[config.mk]
export PLATFORM = sky130hd
export DESIGN_NAME = dead_key_composer_unit
export DESIGN_NICKNAME = d
export VERILOG_FILES = /design/src/rtl/dkc_pkg.sv /design/src/rtl/dkc_front.sv /design/src/rtl/dkc_queue.sv /design/src/rtl/dkc_back.sv /design/src/rtl/dead_key_composer_unit.sv
export VERILOG_INCLUDE_DIRS = /design/src /design/src/rtl
export SDC_FILE = /design/constraint.sdc
export NUM_CORES = 1
export LEC_CHECK = 0
export BUFFER_PORTS_ARGS = -buffer_cell sky130_fd_sc_hd__buf_2
export CAP_MARGIN = 5
export CORE_MARGIN = 2
export CORE_UTILIZATION = 35
export DETAILED_ROUTE_END_ITERATION = 10
export SLEW_MARGIN = 0
export SYNTH_ARGS = -nofsm -noshare
export SYNTH_HDL_FRONTEND = slang
export SYNTH_SLANG_ARGS = --single-unit
[constraint.sdc]
create_clock -name clk -period 3.5 [get_ports clk]
set_clock_uncertainty 0.1 [all_clocks]
set_input_delay 0.525 -clock clk [delete_from_list [all_inputs] [get_ports clk]]
set_output_delay 0.525 -clock clk [all_outputs]
set_load 0.03 [all_outputs]
[src/rtl/dead_key_composer_unit_macros.svh]
// Assertion macros shared by the dead key composer RTL.
// Each macro expects clk and rst_n in scope.
`ifndef DEAD_KEY_COMPOSER_UNIT_MACROS_SVH
`define DEAD_KEY_COMPOSER_UNIT_MACROS_SVH

// Same-cycle implication.
`define DKC_ASSERT_NOW(label, ante, cons, msg) \
  label: assert property (@(posedge clk) disable iff (!rst_n) (ante) |-> (cons)) \
    else $error(msg);

// Next-cycle implication.
`define DKC_ASSERT_NEXT(label, ante, cons, msg) \
  label: assert property (@(posedge clk) disable iff (!rst_n) (ante) |=> (cons)) \
    else $error(msg);

`endif

[src/rtl/dkc_pkg.sv]
package dkc_pkg;

  // Dead key codes.
  localparam logic [7:0] DK_TILDE  = 8'd126;
  localparam logic [7:0] DK_GRAVE  = 8'd96;
  localparam logic [7:0] DK_DQUOTE = 8'd34;
  localparam logic [7:0] DK_SQUOTE = 8'd39;
  localparam logic [7:0] DK_CARET  = 8'd94;
  localparam logic [7:0] DK_DIAER  = 8'd168;
  localparam logic [7:0] CH_SPACE  = 8'd32;
  localparam logic [7:0] CH_NONE   = 8'd0;

  // Result kinds.
  localparam logic [1:0] KIND_PRESS   = 2'd0;
  localparam logic [1:0] KIND_RELEASE = 2'd1;
  localparam logic [1:0] KIND_FINAL   = 2'd2;

  // Queue between front and back.
  localparam int QDEPTH = 2;
  localparam int QAW    = $clog2(QDEPTH);
  localparam int QCW    = $clog2(QDEPTH + 1);

  // One classified keystroke: an optional flushed dead key and the final code.
  typedef struct packed {
    logic       flush;
    logic [7:0] dead_code;
    logic [7:0] final_code;
  } dkc_entry_t;

  function automatic logic is_dead(input logic [7:0] c);
    return c inside {DK_TILDE, DK_GRAVE, DK_DQUOTE, DK_SQUOTE, DK_CARET, DK_DIAER};
  endfunction

  // Lowercase composition; zero when the pair has no entry.
  function automatic logic [7:0] compose_lower(input logic [7:0] dk, input logic [7:0] c);
    logic [7:0] r;
    r = CH_NONE;
    case (dk)
      DK_TILDE: begin
        case (c)
          8'd97:   r = 8'd227; // a
          8'd110:  r = 8'd241; // n
          8'd111:  r = 8'd245; // o
          default: r = CH_NONE;
        endcase
      end
      DK_GRAVE: begin
        case (c)
          8'd97:   r = 8'd224;
          8'd101:  r = 8'd232;
          8'd105:  r = 8'd236;
          8'd111:  r = 8'd242;
          8'd117:  r = 8'd249;
          default: r = CH_NONE;
        endcase
      end
      DK_SQUOTE: begin
        case (c)
          8'd97:   r = 8'd225;
          8'd101:  r = 8'd233;
          8'd105:  r = 8'd237;
          8'd111:  r = 8'd243;
          8'd117:  r = 8'd250;
          default: r = CH_NONE;
        endcase
      end
      DK_DQUOTE, DK_DIAER: begin
        case (c)
          8'd97:   r = 8'd228;
          8'd101:  r = 8'd235;
          8'd105:  r = 8'd239;
          8'd111:  r = 8'd246;
          8'd117:  r = 8'd252;
          8'd121:  r = 8'd255; // y
          default: r = CH_NONE;
        endcase
      end
      DK_CARET: begin
        case (c)
          8'd97:   r = 8'd226;
          8'd101:  r = 8'd234;
          8'd105:  r = 8'd238;
          8'd111:  r = 8'd244;
          8'd117:  r = 8'd251;
          default: r = CH_NONE;
        endcase
      end
      default: r = CH_NONE;
    endcase
    return r;
  endfunction

  // Full composition; capitals map to capital forms, capital Y has none.
  function automatic logic [7:0] compose(input logic [7:0] dk, input logic [7:0] c);
    logic [7:0] r;
    r = CH_NONE;
    if (c inside {[8'd65:8'd90]}) begin
      if (c != 8'd89) begin
        r = compose_lower(dk, c + 8'd32);
        if (r != CH_NONE) begin
          r = r - 8'd32;
        end
      end
    end else begin
      r = compose_lower(dk, c);
    end
    return r;
  endfunction

endpackage

[src/rtl/dkc_front.sv]
module dkc_front
  import dkc_pkg::*;
(
  input  logic       clk,
  input  logic       rst_n,
  input  logic       in_valid,
  output logic       in_ready,
  input  logic [7:0] in_char_in,
  input  logic       q_full,
  output logic       q_push,
  output dkc_entry_t q_entry
);

  `include "dead_key_composer_unit_macros.svh"

  logic [7:0] pending_r;
  logic [7:0] pending_nxt;
  logic [7:0] hit;

  assign in_ready = !q_full;
  assign q_push   = in_valid && in_ready;
  assign hit      = compose(pending_r, in_char_in);

  // Classify the keystroke against the pending dead key.
  always_comb begin
    pending_nxt          = pending_r;
    q_entry.flush        = 1'b0;
    q_entry.dead_code    = pending_r;
    q_entry.final_code   = in_char_in;
    if (is_dead(in_char_in)) begin
      if (pending_r != CH_NONE) begin
        q_entry.flush = 1'b1;
        pending_nxt   = CH_NONE;
      end else begin
        pending_nxt        = in_char_in;
        q_entry.final_code = CH_NONE;
      end
    end else if (pending_r != CH_NONE && in_char_in != CH_NONE) begin
      pending_nxt = CH_NONE;
      if (hit != CH_NONE) begin
        q_entry.final_code = hit;
      end else begin
        q_entry.flush      = 1'b1;
        q_entry.final_code = (in_char_in == CH_SPACE) ? CH_NONE : in_char_in;
      end
    end
  end

  // Pending dead key updates on every transfer.
  always_ff @(posedge clk) begin
    if (!rst_n) begin
      pending_r <= CH_NONE;
    end else if (q_push) begin
      pending_r <= pending_nxt;
    end
  end

  `DKC_ASSERT_NOW(a_pending_is_dead, pending_r != CH_NONE, is_dead(pending_r), "pending key is not a dead key")
  `DKC_ASSERT_NOW(a_flush_has_key, q_push && q_entry.flush, pending_r != CH_NONE, "flush without a pending key")
  `DKC_ASSERT_NEXT(a_flush_clears, q_push && q_entry.flush, pending_r == CH_NONE, "pending key kept after flush")

endmodule

[src/rtl/dkc_queue.sv]
module dkc_queue
  import dkc_pkg::*;
(
  input  logic       clk,
  input  logic       rst_n,
  input  logic       push,
  input  dkc_entry_t push_entry,
  output logic       full,
  input  logic       pop,
  output logic       head_valid,
  output dkc_entry_t head_entry
);

  `include "dead_key_composer_unit_macros.svh"

  dkc_entry_t           slot_r [QDEPTH];
  logic [QAW-1:0]       wr_ptr_r;
  logic [QAW-1:0]       rd_ptr_r;
  logic [QCW-1:0]       count_r;

  assign full       = (count_r == QCW'(QDEPTH));
  assign head_valid = (count_r != '0);
  assign head_entry = slot_r[rd_ptr_r];

  // Entry storage; no reset needed.
  always_ff @(posedge clk) begin
    if (push) begin
      slot_r[wr_ptr_r] <= push_entry;
    end
  end

  // Pointers and fill count.
  always_ff @(posedge clk) begin
    if (!rst_n) begin
      wr_ptr_r <= '0;
      rd_ptr_r <= '0;
      count_r  <= '0;
    end else begin
      if (push) begin
        wr_ptr_r <= (wr_ptr_r == QAW'(QDEPTH - 1)) ? '0 : wr_ptr_r + 1'b1;
      end
      if (pop) begin
        rd_ptr_r <= (rd_ptr_r == QAW'(QDEPTH - 1)) ? '0 : rd_ptr_r + 1'b1;
      end
      if (push && !pop) begin
        count_r <= count_r + 1'b1;
      end else if (pop && !push) begin
        count_r <= count_r - 1'b1;
      end
    end
  end

  `DKC_ASSERT_NOW(a_no_overflow, push, !full || pop, "push into a full queue")
  `DKC_ASSERT_NOW(a_no_underflow, pop, head_valid, "pop from an empty queue")

endmodule

[src/rtl/dkc_back.sv]
module dkc_back
  import dkc_pkg::*;
(
  input  logic       clk,
  input  logic       rst_n,
  input  logic       head_valid,
  input  dkc_entry_t head_entry,
  output logic       pop,
  output logic       out_valid,
  input  logic       out_ready,
  output logic [7:0] out_code_out,
  output logic [1:0] out_kind,
  output logic       out_last
);

  `include "dead_key_composer_unit_macros.svh"

  typedef enum logic [1:0] {
    PH_PRESS,
    PH_RELEASE,
    PH_FINAL
  } phase_t;

  phase_t     phase_r;
  logic       out_valid_r;
  logic [7:0] out_code_r;
  logic [1:0] out_kind_r;
  logic       out_last_r;
  logic       load;

  // The output register takes a new item when empty or being drained.
  assign load = head_valid && (!out_valid_r || out_ready);
  assign pop  = load && (phase_r == PH_FINAL || !head_entry.flush);

  assign out_valid    = out_valid_r;
  assign out_code_out = out_code_r;
  assign out_kind     = out_kind_r;
  assign out_last     = out_last_r;

  // Step through press, release and final for a flushed head entry; other entries give only the final.
  always_ff @(posedge clk) begin
    if (!rst_n) begin
      phase_r     <= PH_PRESS;
      out_valid_r <= 1'b0;
    end else begin
      if (out_valid_r && out_ready) begin
        out_valid_r <= 1'b0;
      end
      if (load) begin
        out_valid_r <= 1'b1;
        case (phase_r)
          PH_PRESS: begin
            if (head_entry.flush) begin
              out_code_r <= head_entry.dead_code;
              out_kind_r <= KIND_PRESS;
              out_last_r <= 1'b0;
              phase_r    <= PH_RELEASE;
            end else begin
              out_code_r <= head_entry.final_code;
              out_kind_r <= KIND_FINAL;
              out_last_r <= 1'b1;
            end
          end
          PH_RELEASE: begin
            out_code_r <= head_entry.dead_code;
            out_kind_r <= KIND_RELEASE;
            out_last_r <= 1'b0;
            phase_r    <= PH_FINAL;
          end
          default: begin
            out_code_r <= head_entry.final_code;
            out_kind_r <= KIND_FINAL;
            out_last_r <= 1'b1;
            phase_r    <= PH_PRESS;
          end
        endcase
      end
    end
  end

  `DKC_ASSERT_NOW(a_mid_flush_head, phase_r != PH_PRESS, head_valid, "flush in progress without an entry")
  `DKC_ASSERT_NEXT(a_press_then_release, out_valid && out_ready && out_kind == KIND_PRESS, out_valid && out_kind == KIND_RELEASE, "press not followed by release")
  `DKC_ASSERT_NEXT(a_release_then_final, out_valid && out_ready && out_kind == KIND_RELEASE, out_valid && out_kind == KIND_FINAL && out_last, "release not followed by final")

endmodule

[src/rtl/dead_key_composer_unit.sv]
// Each input transfer is registered in the queue and then in the output register.
// The output register gives one result transfer per cycle while out_ready is high and an
// entry waits; an input yields one result, or three when a dead key is flushed.
// A two-entry queue lets input transfers continue while results drain.
// Reset (rst_n low, synchronous) clears the pending dead key, the queue and the output.
module dead_key_composer_unit
  import dkc_pkg::*;
(
  input  logic       clk,
  input  logic       rst_n,
  input  logic       in_valid,
  output logic       in_ready,
  input  logic [7:0] in_char_in,
  output logic       out_valid,
  input  logic       out_ready,
  output logic [7:0] out_code_out,
  output logic [1:0] out_kind,
  output logic       out_last
);

  logic       q_full;
  logic       q_push;
  logic       q_pop;
  logic       q_head_valid;
  dkc_entry_t q_push_entry;
  dkc_entry_t q_head_entry;

  // Classification and pending dead key.
  dkc_front u_front (
    .clk        (clk),
    .rst_n      (rst_n),
    .in_valid   (in_valid),
    .in_ready   (in_ready),
    .in_char_in (in_char_in),
    .q_full     (q_full),
    .q_push     (q_push),
    .q_entry    (q_push_entry)
  );

  // Decoupling queue.
  dkc_queue u_queue (
    .clk        (clk),
    .rst_n      (rst_n),
    .push       (q_push),
    .push_entry (q_push_entry),
    .full       (q_full),
    .pop        (q_pop),
    .head_valid (q_head_valid),
    .head_entry (q_head_entry)
  );

  // Result sequencing and output register.
  dkc_back u_back (
    .clk          (clk),
    .rst_n        (rst_n),
    .head_valid   (q_head_valid),
    .head_entry   (q_head_entry),
    .pop          (q_pop),
    .out_valid    (out_valid),
    .out_ready    (out_ready),
    .out_code_out (out_code_out),
    .out_kind     (out_kind),
    .out_last     (out_last)
  );

endmodule
After elaboration in Yosys (flattened, before gate mapping)
Memory sizes are Yosys's and may differ from the RTL's. A register that Yosys moved wholly into a read port is not among the register bits.
Cells that the tools add are included.
W data, S select, Z words.
Storage, ports and cells
  memories kept: 1
  bits of input ports: 12
  output and inout port bits: 13
  bits in writable memories: 34
  logic and storage cells: 126
  bits in registers: 26
Memory list
  u_queue.slot_r: words 2, width 17, rd ports 1, clocked after memory_dff 1, wr ports 1, line dkc_queue.sv:16  | dkc_entry_t slot_r [QDEPTH];
Operators by class
  equality and inequality tests: 32
  reduce and logical (&&, ||, !) cells: 29
  multiplexer cells: 47
  $lt $le $gt $ge: 2
  $add $sub $neg: 6
Operators by type and width (count)
  $pmux W8 S5: 8
  $eq A8 B7 Y1 const B: 20
  $mux W8: 14
  $pmux W8 S6: 2
  $pmux W8 S3: 2
  $eq A8 B6 Y1 const B: 5
  $reduce_bool A8 Y1: 4
  $eq A8 B8 Y1 const B: 2
  $pmux W8 S2: 1
  $mux W1: 13
  $add A8 B6 Y8 const B: 1
  $ge A8 B7 Y1 const B: 1
  $le A8 B7 Y1 const B: 1
  $logic_and A1 B1 Y1: 8
  $mux W2: 4
  $ne A8 B7 Y1 const B: 1
  $pmux W2 S2: 2
  $reduce_bool A2 Y1: 4
  $sub A8 B6 Y8 const B: 1
  $reduce_and A2 Y1: 3
  $reduce_bool A6 Y1: 1
  $logic_not A1 Y1: 5
  $eq A2 B2 Y1 const B: 2
  $add A1 B1 Y1 const B: 2
  other kinds (8): 9

Depth between registers and ports, before layout
Gate-level depths: netlist of run 1.
  word-level depth: 14
  mapped depth: 14
  mapped depth without buffers: 11

Modules after synthesis
A second synthesis of run 1 with hierarchy kept.
Unflattened totals
  cells, all modules: 356
  area, all modules: 3692.3 um2
By module, submodules not included
  dkc_front: area each 1650.3 um2, cells an instance 242, sequential area each 160.2 um2, instances 1
  dkc_queue: area each 1446.4 um2, cells an instance 75, sequential area each 1121.1 um2, instances 1
  dkc_back: area each 595.6 um2, cells an instance 39, sequential area each 360.3 um2, instances 1

Worst setup path before layout of run 1
No wires, ideal clock.
  path type: input port to flip-flop
  from: input port in_char_in[1]
  to: memory u_queue.slot_r[0][0] in the netlist's numbering, data pin
  setup slack: 0.304 ns
  library setup time: 0.156 ns
  data required time: 3.244 ns
  stages: 11
  arrival: 2.940 ns
  buffers on the path: 1
  path through: or4b_1 a211oi_1 inv_1 o22ai_1 nand2_1 ha_1 and4b_1 o21ai_0 or3_1 buf_6 o211ai_2
RTL lines
  from (decl): line dead_key_composer_unit.sv:13  | input logic [7:0] in_char_in,
  to (decl): line dkc_queue.sv:16

==> reports/results.ini, run 1 <==
[placement]
port_buffers=24
hpwl_um=6590
gp_congestion=0.948

[finish]
nets=393
ff_latch_area_um2=1640
utilization_pct=41.9
antenna_cells=0
area.growth.synth_to_final_pct=16.7
layout_commonest_cell=edfxtp_1
layout_common_cells=edfxtp_1 (44), nor2_1 (30), buf_4 (30)
multi_input_area_um2=1720
layout-drive-gt1-share_pct=23.5
fillCellCount=961

[die]
dieArea_um2=10800
io_pins=25
die_w_um=104
fp.dieH_um=104
num_rows=36
core_area_um2=9770
initial_utilization_pct=35.9

[synth]
yosys_warnings=0
yosysTopAreaCellShare_pct=37.6
ys_ff_latch=60
yosysTopAreaCell=edfxtp_1
synth-edff-count=44
synthFlopType=edfxtp_1
synthDistinctLibCells=66
netlist_instances=340
synthTopCellsByArea=edfxtp_1 (38%), dfxtp_1 (9.1%), mux4_2 (5.1%)
synth.net_count=355
synth-async-reset-ratio_pct=0
synth_sequential_area_ratio_pct=46.8
syn_area_um2=3510
avgSynthCellArea_um2=10.3

[drt]
vias=2996
drt_first_pass_iters=5
drc=0
wirelength_um=9120
vias_per_cell=5.81
drt_iter0_markers=216
wl_per_cell_um=17.7
drtAntennaViolNets=0

[clock_tree]
h-tree-depth=3
cts_tree=yes
clock-sinks=60
clkTransAtPathRegs_ps=70
cts_max_path_buffers=2
ctsRootBufferMaster=clkbuf_8
numCtsBuffers=9
clock_latency_ps=330
cts_hold_buffers=0

[hold_path]
worstHoldPathType=in2reg

[critical_path]
end_kind=flop
path_max_fanout=9
startpoint_type=flop
cp.required_ps=3560
crit_arrival_ps=3320
critical_path_class=reg2reg

[sta]
hold_slack_ps=399
grt_setup_unrepaired=no
setup_tns_ps=0
max_freq_mhz=306
fin_crit_ps=3260
hold_viol=0
post-route-period-util_pct=93.3
worstMarginPinSlew_ps=856
setup_viol=0
drv_slew=0
slew-limit-headroom_pct=42.7

[grt]
antenna_found_initial=0
grt_max_degree=29
grt_pass1_vias=2834
grt_pass1_wl_um=14800
grt-ovfl-total=0
grt.total_usage_pct=17.3

[pwr]
total_leakage_power_nw=1.45
ir_worst_vdd_mv=0.247
p_per_area_nw_per_um2=558

[run_status]
status=complete, no violations

[job]
maxCapViolCount=0

## area by class of cell
cell class                 instances  share of cell area [%]
timing repair buffer              54                    8.43
clock inverter                     5                   0.794
inverter                           8                   0.733
multi-input combinational        245                    41.9
sequential                        60                    40.1
clock buffer                      11                    3.97
tap                              133                    4.06
## synthesized netlist by cell type (4+ instances only)
master	count
a21oi_1	16
a22oi_1	8
a31oi_1	7
and3_1	6
buf_2	7
clkbuf_1	17
dfxtp_1	16
edfxtp_1	44
inv_1	7
mux4_2	8
nand2_1	15
nand2b_1	9
nand3_1	14
nand4_1	8
nor2_1	30
nor3_1	7
nor3b_1	4
nor4b_1	4
o2111ai_1	4
o211ai_1	8
o21a_1	4
o21ai_0	15
o21ai_1	4
or3_1	5
## state kept, by name (all words and copies together), names as in the netlist, named ones only
signal,count
u_queue.wr_ptr_r,1
u_back.out_code_out,8
u_queue.rd_ptr_r,1
u_back.out_valid,1
u_back.out_kind,1
u_back.phase_r,2
u_queue.count_r,2
u_front.pending_r,8
u_queue.slot_r,34
u_back.out_last,1
## what timing repair did
action / CTS / global route
setup endpoints to repair: 0 / 16
setup buffers: 0 / 0
resized for setup: 0 / 2
## per-stage QoR
stage,cell area (µm²),power (mW),setup WS [ps],instances
3_3_place_gp,3890,1.71,31.9,500
6_report,4100,2.29,236,516
2_1_floorplan,3510,1.53,304,340
4_1_cts,4090,2.31,80.2,516
3_5_place_dp,3890,1.73,-27.0,500
5_1_grt,4100,2.41,34.1,516
## path summary, 6_finish.rpt
| check | start | end | slack (ps) | cells past startpoint |
|---|---|---|---|---|
| worst max-delay path | u_front.pending_r[4] | u_queue.slot_r[0][0] | 240 | 11 |
| worst min-delay path | out_ready | u_back.out_valid | 400 | 3 |
| worst max register to register | u_front.pending_r[4] | u_queue.slot_r[0][0] | 240 | 11 |
| worst min register to register | u_queue.rd_ptr_r | u_queue.rd_ptr_r | 410 | 2 |
## per-layer routing
metal	global-route usage (%)	wire length [µm]	vias to the layer above	part of all wire, %
met2	27.3	4220	133	46
met3	3.13	531	26	5.8
li1	-	-	1411	-
met5	0	0	-	0
met4	7.53	310	0	3.4
met1	23.3	4060	1426	45
## critical path: stages, from the launching register on
cell	delay [ps]
dfxtp_1	580
nor4bb_1	110
and4_1	250
or3_1	380
a21oi_1	160
o22ai_1	110
nand2_1	90
ha_1	240
and4b_1	240
o21ai_0	70
or3_1	530
o211ai_2	240
## cells by family after synthesis
group,count (synthesis),share of synthesized area [%]
AO/OA/AOI/OAI,92,18.2
flip-flops,60,46.8
AND/OR/NAND/NOR,133,21.9
adder cells (fa/ha/maj),3,1.07
XOR/XNOR,6,1.50
multiplexers,11,6.02
buffers and inverters,35,4.53
## power breakdown
| group | total, mW | leakage, nW | internal [mW] | switching, mW |
|---|---|---|---|---|
| Combinational | 0.696 | 0.804 | 0.280 | 0.416 |
| Clock | 0.583 | 0.101 | 0.318 | 0.265 |
| Sequential | 1.01 | 0.546 | 0.953 | 0.0543 |
| Total | 2.29 | 1.45 | 1.55 | 0.735 |
Power figures use the tool's default switching activity.
==> run 2, diff against run 1 <==
- CTS_BUF_LIST: default -> sky130_fd_sc_hd__clkbuf_16
==> run 2 against run 1 <==
  * Critical path depth is the same
  * Count of clock-buffer cells in the layout shrank 1
  * Via count grew 0.10%
  * Combinational power is essentially flat
  * Wire length grew 1.3%
  * Sequential share of layout area shrank 0.88 points
  * First-iteration DRC count grew 2.3%
  * Sequential cell count is the same
  * Die area is the same
  * Critical path type unchanged
  * Critical endpoint is now u_queue.slot_r[1][3]
  * Largest cell class unchanged
  * Largest power group unchanged
  * Highest routed layer unchanged
==> reports/results.ini, run 2 (synthesis gave the netlist of run 1 again) <==
[die]
initial_utilization_pct=35.9  ; unchanged
io_pins=25  ; unchanged
die_w_um=104  ; unchanged
core_area_um2=9770  ; unchanged
fp.dieH_um=104  ; unchanged
num_rows=36  ; unchanged
dieArea_um2=10800  ; unchanged

[finish]
area.growth.synth_to_final_pct=19.3
multi_input_area_um2=1720  ; unchanged
layout_commonest_cell=edfxtp_1
largest_register_ffs=34  ; unchanged
antenna_cells=0  ; unchanged
nets=393  ; unchanged
ff_latch_area_um2=1640  ; unchanged
fillCellCount=941  ; -2.1%
final_cells=516  ; unchanged
layout-drive-gt1-share_pct=23.2  ; -0.26 points
layout_common_cells=edfxtp_1 (44), nor2_1 (30), buf_4 (30)
regMostFlops=u_queue.slot_r
design_area_um2=4190  ; +2.2%

[clock_tree]
cts_resized=0  ; unchanged
numCtsBuffers=9  ; unchanged
clock-sinks=60  ; unchanged
clock_latency_ps=320  ; about the same
cts_hold_buffers=0  ; unchanged
cts_tree=yes
ctsRootBufferMaster=clkbuf_16
cts_max_path_buffers=2  ; unchanged
cts_setup_buffers=0  ; unchanged
h-tree-depth=3  ; unchanged
clkTransAtPathRegs_ps=50  ; -20 ps

[pwr]
ir_worst_vdd_mv=0.264  ; +6.7%
switching_share_pct=30.6  ; -1.6 points
p_sw_mw=0.771  ; +4.8%
p_int_mw=1.75  ; +13%
pwr-share-clk_pct=32.3  ; +6.8 points
p_comb_share_pct=27.7  ; -2.7 points
p_per_area_nw_per_um2=602  ; +7.9%
seq_power_share_pct=40.0  ; -4.1 points
total_leakage_power_nw=1.49  ; +2.8%

[placement]
hpwl_um=6590  ; unchanged
dp_cells=500  ; unchanged
pre_cts_slack_ps=-27.0  ; unchanged
port_buffers=24  ; unchanged
gp_congestion=0.948  ; unchanged
placed_area_um2=3890  ; unchanged

[grt]
grt.total_usage_pct=17.4  ; +0.18 points
grt_pass1_wl_um=14900  ; +0.70%
grt_max_degree=29  ; unchanged
grt_pass1_vias=2819  ; -0.53%
antenna_found_initial=0  ; unchanged
grt-ovfl-total=0  ; unchanged

[critical_path]
critical_path_class=reg2reg
path_cells=nor4bb_1 -> and4_1 -> or3_1 -> a21oi_1 -> o22ai_1 -> nand2_1 -> ha_1 -> and4b_1 -> o21ai_0 -> or3_1 -> o21ai_1
slowest_stage=dfxtp_1
slowest_delay_ps=570  ; about the same
startpoint_type=flop
end_kind=flop
path_max_fanout=9  ; unchanged
cp.required_ps=3550  ; about the same
crit_arrival_ps=3320  ; about the same
cp_common_cell=or3_1

[sta]
fin_crit_ps=3270  ; +5.03 ps
setup_tns_ps=0  ; unchanged
post-route-period-util_pct=93.4  ; +0.14 points
drv_slew=0  ; unchanged
grt_setup_unrepaired=no
setup_viol=0  ; unchanged
max_freq_mhz=306  ; -0.15%
setup_slack_ps=231  ; -5.03 ps
worstMarginPinSlew_ps=859  ; +3.11 ps
slew-limit-headroom_pct=42.5  ; -0.21 points
hold_viol=0  ; unchanged

[drt]
vias=2999  ; +0.10%
drc=0  ; unchanged
drtAntennaViolNets=0  ; unchanged
drt_first_pass_iters=5  ; unchanged
wirelength_um=9230  ; +1.3%
wl_per_cell_um=17.9  ; +1.3%
drt_iter0_markers=221  ; +2.3%
vias_per_cell=5.81  ; +0.10%

[hold_path]
worstHoldPathType=in2reg

[run_status]
status=complete, no violations

[job]
maxCapViolCount=0  ; unchanged

-- run 2: cell count changes in the layout (fill, tap and decap cells not counted) --
cell	change
clkbuf_16	+9
clkbuf_8	-10
clkinv_1	+1
-- run 2: layer usage --
layer / vias up / global-route usage [%] / part of all wire (%)
li1: 1415 / - / -
met1: 1433 / 23.6 / 45
met2: 122 / 27.3 / 46
met3: 29 / 3.13 / 5.4
met4: 0 / 8.01 / 3.4
met5: - / 0 / 0
-- run 2: worst max-delay path, delay by kind of cell, from the launching register on --
kind	cells	cell delay [ps]
DFF	1	570
and+or+nand+nor	6	1600
AOI/OAI and AO/OA	4	590
adders and majority gates	1	240
-- run 2: stage by stage --
step	total power, mW	util, %	hold slack, ps
6_report	2.52	42.8	408
3_5_place_dp	1.73	39.8	399
2_1_floorplan	1.53	-	320
4_1_cts	2.55	42.8	400
3_3_place_gp	1.71	39.8	389
5_1_grt	2.65	42.8	419
-- run 2: layout make-up --
class,instances,area share (%)
sequential,60,39.2
timing repair buffer,54,8.25
clock buffer,10,5.98
clock inverter,6,0.867
tap,133,3.97
multi-input combinational,245,41.0
inverter,8,0.717
-- run 2: final timing paths --
check	startpoint	end	slack, ps	cells past startpoint
worst max-delay path	u_front.pending_r[4]	u_queue.slot_r[1][3]	230	11
worst min-delay path	out_ready	u_back.out_valid	410	3
worst min register to register	u_queue.rd_ptr_r	flop	410	2
worst max register to register	u_front.pending_r[4]	u_queue.slot_r[1][3]	230	11
-- run 2: power by group through the flow --
stage | clock network [mW] | logic, mW | registers [mW]
global route | 0.863 | 0.767 | 1.02
finish | 0.815 | 0.698 | 1.01
floorplan | 0 | 0.444 | 1.09
global placement | 0 | 0.692 | 1.02
detailed placement | 0 | 0.705 | 1.02
CTS | 0.830 | 0.707 | 1.01
==> run 3, diff against run 2 <==
- clock period: 3.5 -> 3 ns (I/O delays scaled with it)
==> run 3 against run 2 <==
  * Non-clock buffer count increased by 42
  * Total power increased by 26%
  * Combinational power increased by 26%
  * Via count increased by 5.3%
  * Sequential cell count unchanged
  * Critical path depth unchanged
  * Die area unchanged
  * Setup slack got worse by 130 ps
  * Register-to-register slack got worse by 130 ps
==> reports/results.ini, run 3 (synthesis gave the netlist of run 1 again) <==
[run_status]
status=complete, no violations

[finish]
antenna_cells=0  ; unchanged
design_area_um2=4630  ; +11%
final_cells=558  ; +8.1%
layout_common_cells=buf_4 (71), edfxtp_1 (44), nor2_1 (30)
largest_register_ffs=34  ; unchanged
layout-drive-gt1-share_pct=34.1  ; +11 points
regMostFlops=u_queue.slot_r
layout_commonest_cell=buf_4
nets=435  ; +11%
area.growth.synth_to_final_pct=31.9

[pwr]
total_leakage_power_nw=1.73  ; +16%
pwr-share-clk_pct=35.3  ; +3.0 points
seq_power_share_pct=37.0  ; -3.0 points
p_per_area_nw_per_um2=687  ; +14%
p_sw_mw=0.890  ; +15%
p_int_mw=2.29  ; +31%
p_comb_share_pct=27.7  ; about the same
ir_worst_vdd_mv=0.325  ; +23%
switching_share_pct=28.0  ; -2.6 points

[drt]
wirelength_um=9820  ; +6.3%
drc=0  ; unchanged
drt_iter0_markers=306  ; +38%
drt_first_pass_iters=5  ; unchanged
highest_layer=met4
met1_length_um=4300  ; +3.8%
vias=3158  ; +5.3%
wl_per_cell_um=17.6  ; -1.7%
route.met2.wl_um=4730  ; +11%
vias_per_cell=5.66  ; -2.6%
drtAntennaViolNets=0  ; unchanged
met3RoutedLength_um=470  ; -6.4%

[hold_path]
worstHoldPathType=in2reg

[clock_tree]
h-tree-depth=3  ; unchanged
clkTransAtPathRegs_ps=50  ; about the same
ctsRootBufferMaster=clkbuf_16
cts_hold_buffers=0  ; unchanged
cts_tree=yes
clock-sinks=60  ; unchanged
cts_max_path_buffers=2  ; unchanged
cts_setup_buffers=0  ; unchanged
clock_latency_ps=320  ; about the same
numCtsBuffers=9  ; unchanged

[placement]
port_buffers=24  ; unchanged
placed_area_um2=4260  ; +9.5%
hpwl_um=7480  ; +14%
dp_cells=542  ; +8.4%
gp_congestion=0.963  ; +1.6%

[sta]
max_freq_mhz=345  ; +13%
worstMarginPinSlew_ps=820  ; -38.8 ps
grt_setup_unrepaired=yes
fin_crit_ps=2900  ; -371 ps
hold_viol=0  ; unchanged
slew-limit-headroom_pct=45.3  ; +2.8 points
drv_slew=0  ; unchanged
setup_viol=0  ; unchanged
post-route-period-util_pct=96.6  ; +3.2 points
setup_tns_ps=0  ; unchanged

[critical_path]
cp.required_ps=3040  ; -510 ps
end_kind=flop
path_max_fanout=8  ; -1
critical_path_class=reg2reg
startpoint_type=flop
crit_arrival_ps=2940  ; -380 ps

[die]
initial_utilization_pct=35.9  ; unchanged
fp.dieH_um=104  ; unchanged
core_area_um2=9770  ; unchanged
io_pins=25  ; unchanged
num_rows=36  ; unchanged
die_w_um=104  ; unchanged
dieArea_um2=10800  ; unchanged

[grt]
grt.total_usage_pct=18.4  ; +0.93 points
grt_pass1_wl_um=15600  ; +5.0%
grt-ovfl-total=0  ; unchanged
grt_max_degree=29  ; unchanged
grt_pass1_vias=3030  ; +7.5%
antenna_found_initial=0  ; unchanged

[job]
maxCapViolCount=0  ; unchanged

run 3: cell types whose count changed in the layout (fill, tap and decap cells not counted), sizes merged:
cell	previous run	this run
buf	54	96
bufinv	0	3
clkbuf	10	9
clkinv	5	4
clkinvlp	1	0
run 3: final timing paths:
kind,slack [ps],to,cells past startpoint,from
worst min-delay path,360,u_back.out_valid,3,out_ready
worst max-delay path,100,u_queue.slot_r[1][4],11,u_front.pending_r[5]
worst max register to register,100,u_queue.slot_r[1][4],11,u_front.pending_r[5]
worst min register to register,410,flop,2,u_queue.rd_ptr_r
run 3: stage by stage:
stage	setup WS [ps]	utilization (%)	total power, mW	hold slack (ps)
6_report	101	47.4	3.18	357
5_1_grt	-22.0	47.4	3.33	368
4_1_cts	56.0	47.1	3.20	345
3_5_place_dp	-252	43.6	2.08	395
3_3_place_gp	-190	43.6	2.06	389
2_1_floorplan	50.9	-	1.79	320
run 3: routing by layer:
layer	track usage, %	vias up
met4	10.5	0
met5	0	-
met3	2.69	27
li1	-	1487
met2	30.1	124
met1	23.2	1520
run 3: power by group through the flow:
stage          logic [mW]  registers (mW)  clock network [mW]
3_5_place_dp        0.882            1.19                   0
2_1_floorplan       0.520            1.27                   0
3_3_place_gp        0.869            1.19                   0
4_1_cts             0.886            1.18                1.14
6_report            0.880            1.18                1.12
5_1_grt             0.957            1.19                1.18
run 3: timing repair:
action | 4_1_cts | 5_1_grt
gates resized for setup | 1 | 10
cloned | 0 | 0
endpoints found under the setup margin | 12 | 16
pin swaps | 0 | 2
run 3: final cells by class:
| cell class | instances | area (µm²) |
|---|---|---|
| Inverter | 8 | 30.0 |
| Multi-Input combinational cell | 245 | 1780 |
| Tap cell | 133 | 166 |
| Clock buffer | 9 | 225 |
| Fill cell | 906 | 5140 |
| Timing Repair Buffer | 96 | 673 |
| Clock inverter | 7 | 106 |
| Sequential cell | 60 | 1650 |
run 3: worst max-delay path, cell delays in order, from the launching register on:
cell      delay, ps
dfxtp_1         350
nor4bb_2        180
and4_1          230
or3_4           390
a21oi_2         140
o22ai_2         100
nand2_1          80
ha_1            240
and4b_1         230
o21ai_0          80
or3_4           400
o21ai_1         210
